**config.mk**
```make
export PLATFORM = sky130hd
export DESIGN_NAME = positional_insert_delete_list
export DESIGN_NICKNAME = d
export VERILOG_FILES = /design/src/design/pidl_pkg.sv /design/src/design/pidl_cell.sv /design/src/design/positional_insert_delete_list.sv
export SDC_FILE = /design/constraint.sdc
export NUM_CORES = 1
export LEC_CHECK = 0
export BUFFER_PORTS_ARGS = -buffer_cell sky130_fd_sc_hd__buf_2
export CAP_MARGIN = 40
export CORE_MARGIN = 2
export CORE_UTILIZATION = 28
export DETAILED_ROUTE_END_ITERATION = 10
export PLACE_DENSITY_LB_ADDON = 0.2
export SETUP_SLACK_MARGIN = 0.02
export SYNTH_ARGS = -nofsm -noshare
export SYNTH_HDL_FRONTEND = slang
export SYNTH_HIERARCHICAL = 1
export SYNTH_SLANG_ARGS = --single-unit
```
**constraint.sdc**
```tcl
create_clock -name i_clk -period 8 [get_ports i_clk]
set_input_delay 0.8 -clock i_clk [delete_from_list [all_inputs] [get_ports i_clk]]
set_output_delay 0.8 -clock i_clk [all_outputs]
set_load 0.1 [all_outputs]
```
**src/design/pidl_pkg.sv**
```systemverilog
`timescale 1ns / 1ps

package pidl_pkg;

    // wide enough for any supported capacity, plus one for the fill count
    localparam int IDX_BITS = 9;

    localparam logic [1:0] ACT_READ    = 2'd0;
    localparam logic [1:0] ACT_INSERT  = 2'd1;
    localparam logic [1:0] ACT_EXTRACT = 2'd2;

    typedef struct packed {
        logic [1:0]  action;
        logic [4:0]  position;
        logic [31:0] element_in;
    } t_in_item;

    typedef struct packed {
        logic        ok;
        logic [31:0] element_out;
        logic [4:0]  entries_held;
    } t_out_item;

    // broadcast to every cell in the row
    typedef struct packed {
        logic                ins;
        logic                ext;
        logic [IDX_BITS-1:0] pos;
        logic [IDX_BITS-1:0] count;
    } t_cell_ctrl;

endpackage

```
**src/design/pidl_cell.sv**
```systemverilog
`timescale 1ns / 1ps

module pidl_cell #(
    parameter int IDX          = 0,
    parameter int ELEMENT_BITS = 32
) (
    input  logic                    i_clk,
    input  pidl_pkg::t_cell_ctrl    i_ctrl,
    input  logic [ELEMENT_BITS-1:0] i_elem,
    input  logic [ELEMENT_BITS-1:0] i_lower,
    input  logic [ELEMENT_BITS-1:0] i_upper,
    output logic [ELEMENT_BITS-1:0] o_val,
    output logic [ELEMENT_BITS-1:0] o_tap
);
    import pidl_pkg::*;

    localparam logic [IDX_BITS-1:0] MY_IDX   = IDX_BITS'(IDX);
    localparam logic [IDX_BITS-1:0] NEXT_IDX = IDX_BITS'(IDX + 1);

    logic [ELEMENT_BITS-1:0] r_val;
    logic [ELEMENT_BITS-1:0] n_val;

    always_comb begin
        n_val = r_val;
        priority if (i_ctrl.ins) begin
            if (MY_IDX == i_ctrl.pos) begin
                n_val = i_elem;
            end else if (MY_IDX > i_ctrl.pos && MY_IDX <= i_ctrl.count) begin
                n_val = i_lower;
            end
        end else if (i_ctrl.ext) begin
            // only the valid tail moves down; the vacated top slot keeps its value
            if (MY_IDX >= i_ctrl.pos && NEXT_IDX < i_ctrl.count) begin
                n_val = i_upper;
            end
        end else begin
            n_val = r_val;
        end
    end

    always_ff @(posedge i_clk) begin
        r_val <= n_val;
    end

    assign o_val = r_val;
    assign o_tap = (MY_IDX == i_ctrl.pos) ? r_val : '0;

endmodule

```
**src/design/positional_insert_delete_list.sv**
```systemverilog
`timescale 1ns / 1ps

// Ordered list of up to CAPACITY elements held in a row of cells.
// Input channel (i_in_valid / o_in_stall / i_in_item) carries one action:
// read, insert or extract at a position. Insert moves the later elements up
// one cell, extract moves the valid tail down one cell, all cells in the
// same clock. Output channel (o_out_valid / i_out_stall / o_out_item) gives
// one result per action: ok, the element read or extracted (zero otherwise)
// and the fill count after the action.
// The result is registered and valid in the cycle after the transfer in. One
// action is taken every cycle unless the output stalls: the cell row updates
// at once behind one output register. While the receiver stalls with a result
// pending, the input stalls too; the result holds until it is taken.
// Reset (synchronous, active low) empties the list and drops any pending
// result. Cell contents are not cleared; only cells below the fill count are
// ever read.
module positional_insert_delete_list #(
    parameter int CAPACITY     = 16,
    parameter int ELEMENT_BITS = 32
) (
    input  logic                 i_clk,
    input  logic                 i_rst_n,
    input  logic                 i_in_valid,
    output logic                 o_in_stall,
    input  pidl_pkg::t_in_item   i_in_item,
    output logic                 o_out_valid,
    input  logic                 i_out_stall,
    output pidl_pkg::t_out_item  o_out_item
);
    import pidl_pkg::*;

    localparam int CW = $clog2(CAPACITY + 1);
    localparam logic [IDX_BITS-1:0] CAP_IDX = IDX_BITS'(CAPACITY);

    logic [CW-1:0] r_count;
    logic [CW-1:0] n_count;
    logic          r_out_valid;
    logic          n_out_valid;
    t_out_item     r_out;
    t_out_item     n_out;

    logic                    accept;
    logic [IDX_BITS-1:0]     pos;
    logic [IDX_BITS-1:0]     cnt;
    logic                    hit;
    logic                    can_ins;
    logic                    rd_ok;
    logic                    ins_ok;
    logic                    ext_ok;
    t_cell_ctrl              ctrl;
    logic [ELEMENT_BITS-1:0] elem;
    logic [ELEMENT_BITS-1:0] read_val;

    logic [ELEMENT_BITS-1:0] cell_val [CAPACITY];
    logic [ELEMENT_BITS-1:0] cell_tap [CAPACITY];

    assign o_in_stall = r_out_valid && i_out_stall;
    assign accept     = i_in_valid && !o_in_stall;

    assign pos     = IDX_BITS'(i_in_item.position);
    assign cnt     = IDX_BITS'(r_count);
    assign hit     = pos < cnt;
    assign can_ins = (pos <= cnt) && (cnt < CAP_IDX);
    assign rd_ok   = (i_in_item.action == ACT_READ) && hit;
    assign ins_ok  = accept && (i_in_item.action == ACT_INSERT) && can_ins;
    assign ext_ok  = accept && (i_in_item.action == ACT_EXTRACT) && hit;
    assign elem    = ELEMENT_BITS'(i_in_item.element_in);

    assign ctrl.ins   = ins_ok;
    assign ctrl.ext   = ext_ok;
    assign ctrl.pos   = pos;
    assign ctrl.count = cnt;

    for (genvar g = 0; g < CAPACITY; g++) begin : g_cell
        logic [ELEMENT_BITS-1:0] lower;
        logic [ELEMENT_BITS-1:0] upper;
        if (g == 0) begin : g_first
            assign lower = '0;
        end else begin : g_mid_lo
            assign lower = cell_val[g-1];
        end
        if (g == CAPACITY - 1) begin : g_last
            assign upper = '0;
        end else begin : g_mid_hi
            assign upper = cell_val[g+1];
        end
        pidl_cell #(
            .IDX          (g),
            .ELEMENT_BITS (ELEMENT_BITS)
        ) u_cell (
            .i_clk   (i_clk),
            .i_ctrl  (ctrl),
            .i_elem  (elem),
            .i_lower (lower),
            .i_upper (upper),
            .o_val   (cell_val[g]),
            .o_tap   (cell_tap[g])
        );
    end

    // at most one tap is nonzero: the cell at the addressed position
    always_comb begin
        read_val = '0;
        for (int k = 0; k < CAPACITY; k++) begin
            read_val = read_val | cell_tap[k];
        end
    end

    always_comb begin
        n_count = r_count;
        if (ins_ok) begin
            n_count = r_count + CW'(1);
        end else if (ext_ok) begin
            n_count = r_count - CW'(1);
        end
    end

    always_comb begin
        n_out_valid = r_out_valid;
        n_out       = r_out;
        if (accept) begin
            n_out_valid        = 1'b1;
            n_out.ok           = rd_ok || ins_ok || ext_ok;
            n_out.element_out  = (rd_ok || ext_ok) ? 32'(read_val) : 32'd0;
            n_out.entries_held = 5'(n_count);
        end else if (!i_out_stall) begin
            n_out_valid = 1'b0;
        end
    end

    always_ff @(posedge i_clk) begin
        if (!i_rst_n) begin
            r_count     <= '0;
            r_out_valid <= 1'b0;
        end else begin
            r_count     <= n_count;
            r_out_valid <= n_out_valid;
        end
    end

    always_ff @(posedge i_clk) begin
        r_out <= n_out;
    end

    assign o_out_valid = r_out_valid;
    assign o_out_item  = r_out;

endmodule

```
==> reports/qor.tcl <==
set qor(result_of_the_run) {completed}
set qor(netSwitchingFraction_pct) 27.4
set qor(rsz0062_at_grt) {no}
set qor(synth-async-reset-ratio_pct) 0
set qor(grtUsageMet2_pct) 37.9
set qor(via_per_inst) 5.98
set qor(initial_core_util_pct) 28.2
set qor(worst-setup-path-type) {reg2reg}
set qor(crit_fanout) 63
set qor(floorplan.core_area_mm2) 0.135
set qor(fin_skew_ps) 25.7
set qor(chipWidth_um) 373
set qor(hold_ws_ps) 371
set qor(tritoncts) {done}
set qor(post_cts_setup_driven_buffer_insertion_count) 0
set qor(cts_root_buffer) {clkbuf_16}
set qor(chipHeight_um) 373
set qor(global_route_wire_length_before_repair_mm) 259
set qor(wl_per_cell_um) 29.6
set qor(grt_antenna_before_repair) 32
set qor(cellInternalPower_mw) 5.39
set qor(ys.warnings.count) 6
set qor(routed-via-count) 36600
set qor(grt_overflow) 0
set qor(synthDominantAreaCellType) {edfxtp_1}
set qor(seq_area_frac_synth_pct) 43.6
set qor(cts.reportedPaths.clkPinSlew_ps) 60
set qor(final_hold_viol_count) 0
set qor(yosysUniqueCellTypes) 87
set qor(synth_ff_type) {edfxtp_1}
set qor(final.period_utilization_pct) 53.1
set qor(io_pins) 83
set qor(hpwl_mm) 110
set qor(n_fill_cell) 14000
set qor(starting_drt_drc_count) 4929
set qor(ir_drop_uv) 137
set qor(clock_sinks) 556
set qor(synthesis.area_mm2) 0.0381
set qor(grt.met3_usage_pct) 4.62
set qor(worst-path-buf-inv) 4
set qor(kind_of_capture_point_of_the_worst_setup_path) {flip-flop}
set qor(synth.top_cells.by_count) {edfxtp_1, nor2_1, a31oi_1}
set qor(drt_drc_violations_left) 0
set qor(p_per_area_mw_per_mm2) 170
set qor(slew_headroom_pct) 23.2
set qor(fmaxAchievable_mhz) 235
set qor(postRouteAntennaNets) 0
set qor(worstPathRequired_ps) 8270
set qor(drt_pre_antenna_iters) 6
set qor(timing.critical_path.mode_cell) {buf_4}
set qor(timing.critical_path.cells) {buf_4, inv_1, ha_1, o211ai_2, a21oi_4, o21a_1, nor2_4, buf_4, a21o_1, o31ai_1, a311oi_4, buf_4}
set qor(place.gp.congestion) 0.851
set qor(synth_top_area_share_pct) 43.3
set qor(final_layout_size_suffix_gt1_share_pct) 12.3
set qor(setup_viol) 0
set qor(synth_seq_cells) 556
set qor(setup.worst_path.start_class) {flip-flop}
set qor(layout-area-overhead-vs-synth_pct) 14.7
set qor(use_met1_pct) 35.8
set qor(wl_mm) 181
set qor(globalRouteTotalUtil_pct) 25.1
set qor(p_sw_mw) 2.03
set qor(post_cts_resized) 0
set qor(synth_area_per_cell_um2) 9.12
set qor(comb_power_share_pct) 9.9
set qor(htree_num_levels) 3
set qor(synth_cells) 4182
set qor(power_leakage_nw) 14.5
set qor(clock_network_latency_to_the_later_pin_of_the_worst_skew_pair_ps) 650
set qor(grt_max_degree) 216
set qor(portBuffers) 82
set qor(period_needed_ps) 4250
set qor(clkPwrFrac_pct) 46.8
set qor(seq_power_share_pct) 43.3
set qor(count_of_max_cap_constraint_violations) 0
set qor(path_delay_family) {buffers and inverters}
set qor(design.die.area_mm2) 0.139
set qor(grt_pass1_vias) 33400
set qor(nets) 4324
set qor(slowest_delay_ps) 600
set qor(postCtsHoldBufs) 0
set qor(rows) 135
set qor(cpMaxStageDelayCell) {buf_4}
set qor(report.final.slew_viol_count) 0
set qor(number_of_synthesized_flops_with_an_enable_pin) 550
set qor(post-synth-top-count-cell) {edfxtp_1}
set qor(busiest_layer) {met2}
set qor(arrival_ps) 4520
set qor(totalNegativeSetupSlack_ps) 0
set qor(worst_hold_path_type) {in2reg}
set qor(cts-root-to-sink-buffers) 3
set qor(synth_top_cells_by_area) {edfxtp_1, a31oi_1, and2_1}
set qor(tritoncts.num_buffers) 74
set qor(worstMarginPinSlew_ps) 1150
[placed cells by master, fill, tap and decap left out, drive strengths merged, types with 12 or more instances in the layout]
master / n
o31ai: 388
conb: 232
or4: 146
nor3: 23
and3: 105
a31oi: 443
inv: 113
buf: 238
nor4: 151
clkinv: 23
nand3: 12
o221ai: 65
nand2b: 99
a21oi: 23
and2: 421
edfxtp: 550
and4: 34
o21ai: 12
clkbuf: 100
nand4: 243
a41oi: 17
nor2: 511
nand2: 269
[state kept, by name (all words and copies together), names as in the netlist]
signal,cells
g_cell.u_cell/o_val,512
o_out_item,38
r_count,5
o_out_valid,1
[through the flow]
step / setup WS (ps) / util [%] / cells / total power [mW] / cell area (um^2)
global route: 3560 / 32.3 / 6119 / 7.62 / 43700
CTS: 3770 / 32.3 / 6110 / 7.44 / 43700
detailed placement: 3190 / 30.5 / 5977 / 3.96 / 41300
finish: 3750 / 32.3 / 6123 / 7.43 / 43700
floorplan: 1110 / - / 4413 / 3.69 / 39000
global placement: 3220 / 30.2 / 5938 / 3.95 / 40800
[cells by family after synthesis]
logic type / share of synthesized area [%]
flip-flops: 43.6
AO/OA/AOI/OAI: 19.7
AND/OR/NAND/NOR: 29.6
XOR/XNOR: 0.0689
buffers and inverters: 6.69
multiplexers: 0.0787
adder cells (fa/ha/maj): 0.230
other: 0.00983
[cell type report]
class                           instances  area (um^2)  share of cell area [%]
Antenna cell                           11         27.5                  0.0630
Clock buffer                           98         2020                    4.61
Clock inverter                         35          398                   0.910
Inverter                              111          417                   0.953
Multi-Input combinational cell       3282        20200                    46.1
Sequential cell                       556        16600                    38.0
Tap cell                             1781         2230                    5.10
Timing Repair Buffer                  249         1850                    4.23
[final timing paths]
path,from,slack (ps),endpoint,cells past startpoint
setup / recovery,r_count[2]$_SDFF_PN0_,3750,g_cell[1].u_cell/o_val[4]$_DFFE_PP_,12
hold / removal,i_in_valid,370,o_out_valid$_SDFFE_PN0P_,2
hold reg to reg,g_cell[4].u_cell/o_val[0]$_DFFE_PP_,590,g_cell[3].u_cell/o_val[0]$_DFFE_PP_,2
setup reg to reg,r_count[2]$_SDFF_PN0_,3750,g_cell[1].u_cell/o_val[4]$_DFFE_PP_,12
[layer usage]
metal  vias to the layer above  share of wire [%]
li1                      16000                  -
met1                     18100                 43
met2                      2145                 44
met3                       359                9.9
met4                         6                3.1
met5                         -              0.021
[power groups by stage]
stage / clock [mW] / combinational, mW / sequential [mW]
2_1_floorplan: 0 / 0.335 / 3.35
3_3_place_gp: 0 / 0.673 / 3.28
3_5_place_dp: 0 / 0.684 / 3.28
4_1_cts: 3.54 / 0.685 / 3.21
5_1_grt: 3.64 / 0.770 / 3.21
6_report: 3.48 / 0.737 / 3.21
No activity file was read; power rests on OpenSTA's default activity.
